`src/design/tdf_pkg.sv`:
```
// Shared constants and state codes for the trial-division factorizer.
`default_nettype none
package tdf_pkg;
  localparam int unsigned ValueWidth = 32;
  // Candidates reach just past the square root of the widest value.
  localparam int unsigned CandWidth  = ValueWidth / 2 + 1;
  localparam int unsigned CntWidth   = $clog2(ValueWidth);

  typedef logic [ValueWidth-1:0] value_t;
  typedef logic [CandWidth-1:0]  cand_t;

  localparam logic [1:0] StIdle  = 2'd0;
  localparam logic [1:0] StCheck = 2'd1;
  localparam logic [1:0] StDiv   = 2'd2;
  localparam logic [1:0] StEval  = 2'd3;
endpackage
`default_nettype wire

```
`src/design/trial_division_factorizer_unit.sv`:
```
// Top level of the trial-division factorizer with a shared restoring divider.
// An input below 2 gives its result in the cycle after it is taken.
// Otherwise each trial runs a check, 32 divider steps and an evaluate,
// so a 32-bit prime takes about 21846 trials.
// The block takes one item at a time; busy is high until the last result.
// Reset clears the sequencer and the strobe; the receiver cannot stall.
`default_nettype none
module trial_division_factorizer_unit (
  input  wire logic           clk_i,
  input  wire logic           rst_ni,
  input  wire logic           start,
  output logic                busy,
  input  wire tdf_pkg::value_t value_i,
  output logic                result_valid_o,
  output tdf_pkg::value_t     factor_o,
  output logic                no_factors_o,
  output logic                input_is_prime_o,
  output logic                last_o
);
  import tdf_pkg::*;

  logic [1:0]          state_q, state_d;
  value_t              orig_q, orig_d;
  value_t              rem_q, rem_d;
  cand_t               cand_q, cand_d;
  logic                phase_q, phase_d;
  logic                first_q, first_d;
  logic                prime_q, prime_d;
  value_t              dq_q, dq_d;
  logic [CandWidth-1:0] r_q, r_d;
  logic [CntWidth-1:0] cnt_q, cnt_d;
  logic                vld_q, vld_d;
  value_t              fac_q, fac_d;
  logic                nof_q, nof_d;
  logic                ipr_q, ipr_d;
  logic                last_q, last_d;

  logic [2*CandWidth-1:0] cand_sq;
  logic [CandWidth:0]     r_shift;
  logic                   emit;
  value_t                 emit_fac;
  logic                   emit_prime;

  assign cand_sq = cand_q * cand_q;
  assign r_shift = {r_q, dq_q[ValueWidth-1]};
  assign emit_prime = first_q ? (emit_fac == orig_q) : prime_q;

  always_comb begin
    state_d = state_q;
    orig_d  = orig_q;
    rem_d   = rem_q;
    cand_d  = cand_q;
    phase_d = phase_q;
    first_d = first_q;
    prime_d = prime_q;
    dq_d    = dq_q;
    r_d     = r_q;
    cnt_d   = cnt_q;
    vld_d   = 1'b0;
    fac_d   = fac_q;
    nof_d   = nof_q;
    ipr_d   = ipr_q;
    last_d  = last_q;
    emit     = 1'b0;
    emit_fac = rem_q;
    unique case (state_q)
      StIdle: begin
        if (start) begin
          orig_d  = value_i;
          rem_d   = value_i;
          cand_d  = CandWidth'(2);
          phase_d = 1'b0;
          first_d = 1'b1;
          if (value_i < ValueWidth'(2)) begin
            vld_d  = 1'b1;
            fac_d  = '0;
            nof_d  = 1'b1;
            ipr_d  = 1'b0;
            last_d = 1'b1;
          end else begin
            state_d = StCheck;
          end
        end
      end
      StCheck: begin
        if (cand_q >= CandWidth'(5) &&
            cand_sq > {{(2*CandWidth-ValueWidth){1'b0}}, rem_q}) begin
          // No candidate up to the square root divides: the rest is prime.
          emit     = 1'b1;
          emit_fac = rem_q;
          last_d   = 1'b1;
          state_d  = StIdle;
        end else begin
          dq_d    = rem_q;
          r_d     = '0;
          cnt_d   = '0;
          state_d = StDiv;
        end
      end
      StDiv: begin
        if (r_shift >= {1'b0, cand_q}) begin
          r_d = CandWidth'(r_shift - {1'b0, cand_q});
          dq_d = {dq_q[ValueWidth-2:0], 1'b1};
        end else begin
          r_d = r_shift[CandWidth-1:0];
          dq_d = {dq_q[ValueWidth-2:0], 1'b0};
        end
        cnt_d = cnt_q + 1'b1;
        if (cnt_q == CntWidth'(ValueWidth-1)) state_d = StEval;
      end
      default: begin
        if (r_q == '0) begin
          emit     = 1'b1;
          emit_fac = {{(ValueWidth-CandWidth){1'b0}}, cand_q};
          last_d   = (dq_q == ValueWidth'(1));
          rem_d    = dq_q;
          state_d  = (dq_q == ValueWidth'(1)) ? StIdle : StCheck;
        end else begin
          // Candidates run 2, 3, then 5, 7, 11, 13, ... in steps of 2 and 4.
          if (cand_q == CandWidth'(2)) begin
            cand_d = CandWidth'(3);
          end else if (cand_q == CandWidth'(3)) begin
            cand_d  = CandWidth'(5);
            phase_d = 1'b0;
          end else begin
            cand_d  = cand_q + (phase_q ? CandWidth'(4) : CandWidth'(2));
            phase_d = ~phase_q;
          end
          state_d = StCheck;
        end
      end
    endcase
    if (emit) begin
      vld_d   = 1'b1;
      fac_d   = emit_fac;
      nof_d   = 1'b0;
      ipr_d   = emit_prime;
      prime_d = emit_prime;
      first_d = 1'b0;
    end
  end

  always_ff @(posedge clk_i or negedge rst_ni) begin
    if (!rst_ni) begin
      state_q <= StIdle;
      vld_q   <= 1'b0;
    end else begin
      state_q <= state_d;
      vld_q   <= vld_d;
    end
  end

  always_ff @(posedge clk_i) begin
    orig_q  <= orig_d;
    rem_q   <= rem_d;
    cand_q  <= cand_d;
    phase_q <= phase_d;
    first_q <= first_d;
    prime_q <= prime_d;
    dq_q    <= dq_d;
    r_q     <= r_d;
    cnt_q   <= cnt_d;
    fac_q   <= fac_d;
    nof_q   <= nof_d;
    ipr_q   <= ipr_d;
    last_q  <= last_d;
  end

  assign busy             = (state_q != StIdle);
  assign result_valid_o   = vld_q;
  assign factor_o         = fac_q;
  assign no_factors_o     = nof_q;
  assign input_is_prime_o = ipr_q;
  assign last_o           = last_q;

`ifndef ASSERT_OFF
  a_nof_last: assert property (@(posedge clk_i) disable iff (!rst_ni)
    vld_q && nof_q |-> last_q && fac_q == '0 && !ipr_q)
    else $error("empty factorization result malformed");
  a_fell_last: assert property (@(posedge clk_i) disable iff (!rst_ni)
    $fell(busy) |-> vld_q && last_q)
    else $error("item finished without a last result");
  a_busy_last: assert property (@(posedge clk_i) disable iff (!rst_ni)
    vld_q && busy |-> !last_q)
    else $error("last result while still working");
  a_prime_last: assert property (@(posedge clk_i) disable iff (!rst_ni)
    vld_q && ipr_q |-> last_q && fac_q == orig_q)
    else $error("prime input gave more than one factor");
`endif
endmodule
`default_nettype wire
```
`config.mk`:
```
export PLATFORM = sky130hd
export DESIGN_NAME = trial_division_factorizer_unit
export DESIGN_NICKNAME = d
export VERILOG_FILES = /design/src/design/tdf_pkg.sv /design/src/design/trial_division_factorizer_unit.sv
export SDC_FILE = /design/constraint.sdc
export NUM_CORES = 1
export LEC_CHECK = 0
export BUFFER_PORTS_ARGS = -buffer_cell sky130_fd_sc_hd__buf_4
export CAP_MARGIN = 20
export CORE_UTILIZATION = 55
export DETAILED_ROUTE_END_ITERATION = 7
export HOLD_SLACK_MARGIN = 0.15
export PLACE_DENSITY = 0.83
export SLEW_MARGIN = 40
export SYNTH_ARGS = -nofsm -noshare
export SYNTH_HDL_FRONTEND = slang
export SYNTH_SLANG_ARGS = --single-unit
```
`constraint.sdc`:
```
create_clock -name clk_i -period 9.4 [get_ports clk_i]
set_input_delay 1.88 -clock clk_i [delete_from_list [all_inputs] [get_ports clk_i]]
set_output_delay 1.88 -clock clk_i [all_outputs]
set_load 0.005 [all_outputs]
```
### After elaboration in Yosys (flattened, before gate mapping)

Cells that the tools add are included.

| cells by class | value |
|---|---|
| magnitude comparators | 4 |
| $add $sub $neg | 3 |
| $mul | 1 |
| div/mod/pow operators | 0 |
| eq/ne operators | 15 |
| bitwise logic cells | 3 |
| shift-type cells | 0 |
| mux-type cells | 52 |
| reduce and logical (&&, ||, !) cells | 22 |

Operators with widths:

| kind | count |
|---|---|
| 32-bit two-way mux | 9 |
| 32-bit case mux with 2 select lines | 2 |
| 17-bit two-way mux | 6 |
| 17-bit case mux with 2 select lines | 2 |
| 17-bit by 2-bit equality test with 1-bit output (second input constant) | 2 |
| 34-bit by 32-bit > comparator with 1-bit output | 1 |
| 17-bit by 17-bit multiplier with 34-bit output | 1 |
| 32-bit by 1-bit equality test with 1-bit output (second input constant) | 1 |
| 32-bit equality test | 1 |
| 32-bit by 2-bit less-than comparator with 1-bit output (second input constant) | 1 |
| 1-bit two-way mux | 22 |
| 18-bit by 17-bit >= comparator with 1-bit output | 1 |
| 17-bit by 3-bit adder with 17-bit output | 1 |
| 17-bit by 3-bit >= comparator with 1-bit output (second input constant) | 1 |
| 17-bit zero test | 1 |
| 17-bit subtractor | 1 |
| 3-bit AND reduction | 5 |
| 2-bit inequality test (second input constant) | 6 |
| 2-bit nonzero test | 6 |
| 5-bit case mux with 2 select lines | 1 |
| 2-bit two-way mux | 4 |
| 2-bit case mux with 3 select lines | 1 |
| 5-bit by 1-bit adder with 5-bit output (second input constant) | 1 |
| 5-bit equality test (second input constant) | 1 |
| other kinds (16) | 22 |

| storage, ports and cells | value |
|---|---|
| flip-flop bits (word level) | 176 |
| memories | 0 |
| output and inout port bits | 37 |
| bits in latches | 0 |
| input bits | 35 |
| RAM bits | 0 |
| logic and storage cells | 115 |
| bits in read-only memories | 0 |

### Logic depth before layout (Yosys ltp)

| logic depth | value |
|---|---|
| depth after elaboration | 7 |
| depth in mapped cells | 38 |
| depth with buffers taken out | 34 |

### Worst setup path before layout

OpenSTA, ideal clock, no wires.

| timing | value |
|---|---|
| kind | register to register |
| start point | reg cand_q[3] |
| end point | reg cnt_q[0] (enable) |
| slack | -558 ps |
| arrival time | 9036 ps |
| cell stages (with the launch flop) | 34 |
| path buffers | 2 |
| required time | 8478 ps |
| clock period less this slack | 9958 ps |
| setup time | 922 ps |
| cells stage by stage | edfxtp_1 -> buf_1 -> inv_1 -> clkbuf_1 -> nor2_1 -> fa_1 -> inv_1 -> fa_1 -> fa_1 -> inv_1 -> fa_1 -> fa_1 -> inv_1 -> fa_1 -> inv_1 -> ha_1 -> o21a_1 -> o21a_1 -> o21ai_0 -> a21oi_1 -> o31a_1 -> o221ai_1 -> o21a_1 -> xnor2_1 -> ha_1 -> nand4_1 -> nor4_1 -> nand2_1 -> o211ai_1 -> a21oi_1 -> o21ai_0 -> nor4b_2 -> o21ai_0 -> o21ai_0 |

| on the way | value |
|---|---|
| word-level cells in the longest chain between the ends | 5 |
| elaborated cells on any way between the ends | 6 |
| those cells by class | 1 x mul; 2 x order compare; 1 x eq/ne; 2 x reduce/logical |

Ends and longest elaborated chain:

| what | line | RTL |
|---|---|---|
| from (decl) | trial_division_factorizer_unit.sv:25 | `cand_t cand_q, cand_d;` |
| from (signal assigned) | trial_division_factorizer_unit.sv:156 | `cand_q <= cand_d;` |
| 17-bit by 17-bit multiplier with 34-bit output | trial_division_factorizer_unit.sv:44 | `assign cand_sq = cand_q * cand_q;` |
| 34-bit by 32-bit > comparator with 1-bit output | trial_division_factorizer_unit.sv:87 | `cand_sq > {{(2*CandWidth-ValueWidth){1'b0}}, rem_q}) begin` |
| 1-bit logical AND * | trial_division_factorizer_unit.sv:86 | `if (cand_q >= CandWidth'(5) &&` |
| 2-bit inequality test (no line) * | - |  |
| 2-bit AND reduction (no line) * | - |  |
| to (signal assigned) | trial_division_factorizer_unit.sv:162 | `cnt_q <= cnt_d;` |
| to (decl) | trial_division_factorizer_unit.sv:31 | `logic [CntWidth-1:0] cnt_q, cnt_d;` |

Every way passes the cells marked *; elsewhere a longest branch is shown, timed or not.
A chain may end at the register's enable or synchronous reset.

### Worst setup path after layout

| timing | value |
|---|---|
| start point | reg cand_q[7] |
| end point | reg fac_q[15] (netlist: factor_o[15]) (enable) |

| on the way | value |
|---|---|
| word-level cells in the longest chain between the ends | 7 |
| elaborated cells on any way between the ends | 10 |
| those cells by class | 1 x mul; 2 x order compare; 2 x mux; 5 x reduce/logical |

Ends and longest elaborated chain:

| what | line | RTL |
|---|---|---|
| 17-bit by 17-bit multiplier with 34-bit output | trial_division_factorizer_unit.sv:44 |  |
| 34-bit by 32-bit > comparator with 1-bit output | trial_division_factorizer_unit.sv:87 |  |
| 1-bit logical AND * | trial_division_factorizer_unit.sv:86 |  |
| 1-bit two-way mux * | trial_division_factorizer_unit.sv:86 |  |
| 1-bit case mux with 2 select lines * | trial_division_factorizer_unit.sv:66 | `unique case (state_q)` |
| 2-bit nonzero test (no line) | - |  |
| 3-bit AND reduction (no line) * | - |  |
| to (signal assigned) | trial_division_factorizer_unit.sv:163 | `fac_q <= fac_d;` |
| to (decl) | trial_division_factorizer_unit.sv:33 | `value_t fac_q, fac_d;` |

Marked as above.

==> flow_summary_export.csv <==
group,metric,value,unit
setup_path,crit_path_top_delay_cell,"fa_1",
logic_synthesis,ys_seq_area_share,29.4,%
floorplanning,io_pins,72,
setup_path,worstSetupPathType,"reg -> reg",
routing,drc,0,
logic_synthesis,async_flop_share,1.70,%
setup_path,crit_path_frequent_cell,"fa_1",
place,dpl.cell_count,2295,
layout,seq_area,5250,sq um
outcome,outcome,"complete, no violations",
timing,worst_pin_slew,0.709,ns
setup_path,slowest_delay,0.55,ns
floorplanning,core,31800,sq um
layout,areaGrowthSynthToFinish,10.3,%
timing,slew_viol_final,0,
clocking,root_buffer,"clkbuf_16",
clocking,cts_tree,"built",
place,pre_cts_slack,0.214,ns
place,place_congestion,0.984,
timing,min_period,8.90,ns
timing,fin_skew,0.0158,ns
routing,antenna_left,0,
routing,drtIter0Drc,1635,
clocking,htree_levels,4,
logic_synthesis,syn_area_per_cell,9.86,sq um
global_route,antenna_found_initial,0,
layout,finalNonFillerCells,2333,
global_route,grt_pass1_vias,14169,
global_route,grt_overflow,0,
floorplanning,die_area,33200,sq um
routing,viasPerCell,5.96,
timing,relSlewSlack,52.7,%
min_path,hp-class,"reg -> reg",
logic_synthesis,syn_area,17900,sq um
floorplanning,row_count,65,
logic_synthesis,syn_nets,2206,
clocking,cts_sinks,176,
clocking,cts_made_buffers,17,
setup_path,required,9.55,ns
timing,tns,0,ns
timing,finalSetupViolations,0,
layout,multi_input_area,11100,sq um
timing,rsz0062_at_grt,"no",
setup_path,cp-start-kind,"flop",
routing,firstDrtPassIters,7,
logic_synthesis,synth_cells,1813,
logic_synthesis,yosysUniqueCellTypes,72,
routing,wl_per_cell,20.8,um
clocking,clockBufferDepth,2,
global_route,grt_pass1_wl,76.5,mm
setup_path,crit_fanout,33,
setup_path,cp.arrival,9.05,ns
floorplanning,die_x,182,um
global_route,grt_max_degree,69,
layout,finish.net_count,2278,
run,drv_cap,0,
logic_synthesis,yosys_most_used_dff,"edfxtp_1",
setup_path,worstSetupEndpointType,"flop",
layout,layout-drive-gt1-share,11.3,%
logic_synthesis,yosysWarnings,0,
timing,timing_hold_violations_final,0,
floorplanning,start_util,56.2,%
floorplanning,die_h,182,um
logic_synthesis,synth_edf_count,171,
layout,n_fill_cell,2470,
clocking,clk_pin_slew,0.08,ns
layout,n_antenna_cell,0,
global_route,grt_util_all_layers,30.2,%
routing,wl,48.5,mm
logic_synthesis,synth-seq-cells,176,
clocking,clock_latency,0.45,ns
timing,fin_crit_sh,94.7,%
place,portBuffers,71,
place,hpwl,38.0,mm
timing,timing.final.ws_setup,0.501,ns
timing,clock.fmax,112,MHz
routing,vias,13914,
==> worst max-delay path, delay by kind of cell (launching register included) <==
family,cells,cell delay [ns]
fa+ha+maj,8,3.25
compound gates,11,2.80
simple gates,7,1.23
buf+inv,6,0.87
flops,1,0.36
xor+xnor,1,0.08
==> cell type report <==
cell class	instances	share of cell area [%]
Clock inverter	15	0.970
Multi-Input combinational cell	1228	56.3
Sequential cell	176	26.6
Inverter	348	6.62
Clock buffer	17	2.16
Timing Repair Buffer	114	4.59
Tap cell	435	2.76
==> sequential cells by signal, indices dropped and copies added (netlist names) <==
register	flops
cand_q	17
cnt_q	5
dq_q	32
factor_o	32
first_q	1
input_is_prime_o	1
last_o	1
no_factors_o	1
orig_q	32
phase_q	1
prime_q	1
r_q	17
rem_q	32
result_valid_o	1
state_q	2
==> Yosys cell counts (all sizes together) (4+ instances only) <==
cell type	n	share of area, %
a211oi	11	0.52
a21o	26	1.1
a21oi	67	2.1
a221oi	5	0.24
a31oi	5	0.17
and3	6	0.21
buf	11	0.38
clkbuf	50	1.0
clkinv	5	0.10
edfxtp	171	29
fa	194	22
ha	164	11
inv	343	7.2
mux2	34	2.1
mux2i	13	0.73
nand2	176	3.7
nand2b	5	0.17
nand3	23	0.64
nand4	18	0.63
nor2	151	3.2
nor2b	5	0.17
nor3	32	0.90
nor4	30	1.1
nor4b	4	0.23
o211ai	5	0.21
o21a	17	0.71
o21ai	77	2.2
o22ai	8	0.28
o31ai	5	0.21
or3	8	0.28
xnor2	55	2.7
xor2	36	1.8
==> repair_timing <==
item / in CTS / in global routing
setup endpoints to repair: 0 / 116
setup buffers: 0 / 6
resized for setup: 0 / 1
endpoints found under the hold margin: 0 / 0
hold buffers: 0 / 0
==> routing by layer <==
layer / global-route usage [%] / routed length, um / up-vias
met5: 0 / 0 / -
met4: 13.5 / 2230 / 0
met3: 5.39 / 4590 / 172
met2: 50.1 / 23300 / 786
met1: 38.7 / 18400 / 6798
li1: - / - / 6158
==> stage by stage <==
stage               area, sq um  utilization [%]  hold WS, ns
floorplan                 17900                -        0.441
global placement          19100             59.9        0.450
detailed placement        19100             60.0        0.455
CTS                       19700             61.9        0.467
global route              19700             62.1        0.510
finish                    19700             62.1        0.471
==> layout by cell type, fill, tap and decap left out, types with 29 or more instances in the layout <==
cell type,Yosys,layout
xor2_1,36,36
mux2_2,34,34
a21oi_1,54,53
buf_4,0,110
ha_1,164,162
o21ai_0,72,70
xnor2_1,55,55
fa_1,194,194
inv_1,338,338
nor3_1,32,32
nand2_1,176,176
nor2_1,147,147
edfxtp_1,171,171
nor4_1,29,29
==> worst paths after layout <==
check	from	end	slack [ns]	cells past startpoint
setup / recovery	cand_q[7]	factor_o[15]	0.50	33
hold / removal	no_factors_o	no_factors_o	0.47	2
setup reg to reg	cand_q[7]	factor_o[15]	0.50	33
hold reg to reg	no_factors_o	no_factors_o	0.47	2
max in group asynchronous	rst_ni	state_q[1]	8.06	1
min in group asynchronous	rst_ni	result_valid_o	1.22	1
==> cell families after synthesis <==
logic type	after synthesis	synth area share, %
flops	176	29.4
buf+inv	409	8.74
compound gates	265	9.75
fa+ha+maj	358	33.2
simple gates	467	11.6
mux	47	2.87
xor+xnor	91	4.46
Power is left out: the tool's default activity adds up to more than one toggle a clock period on the data nets, which glitch-free logic cannot reach.
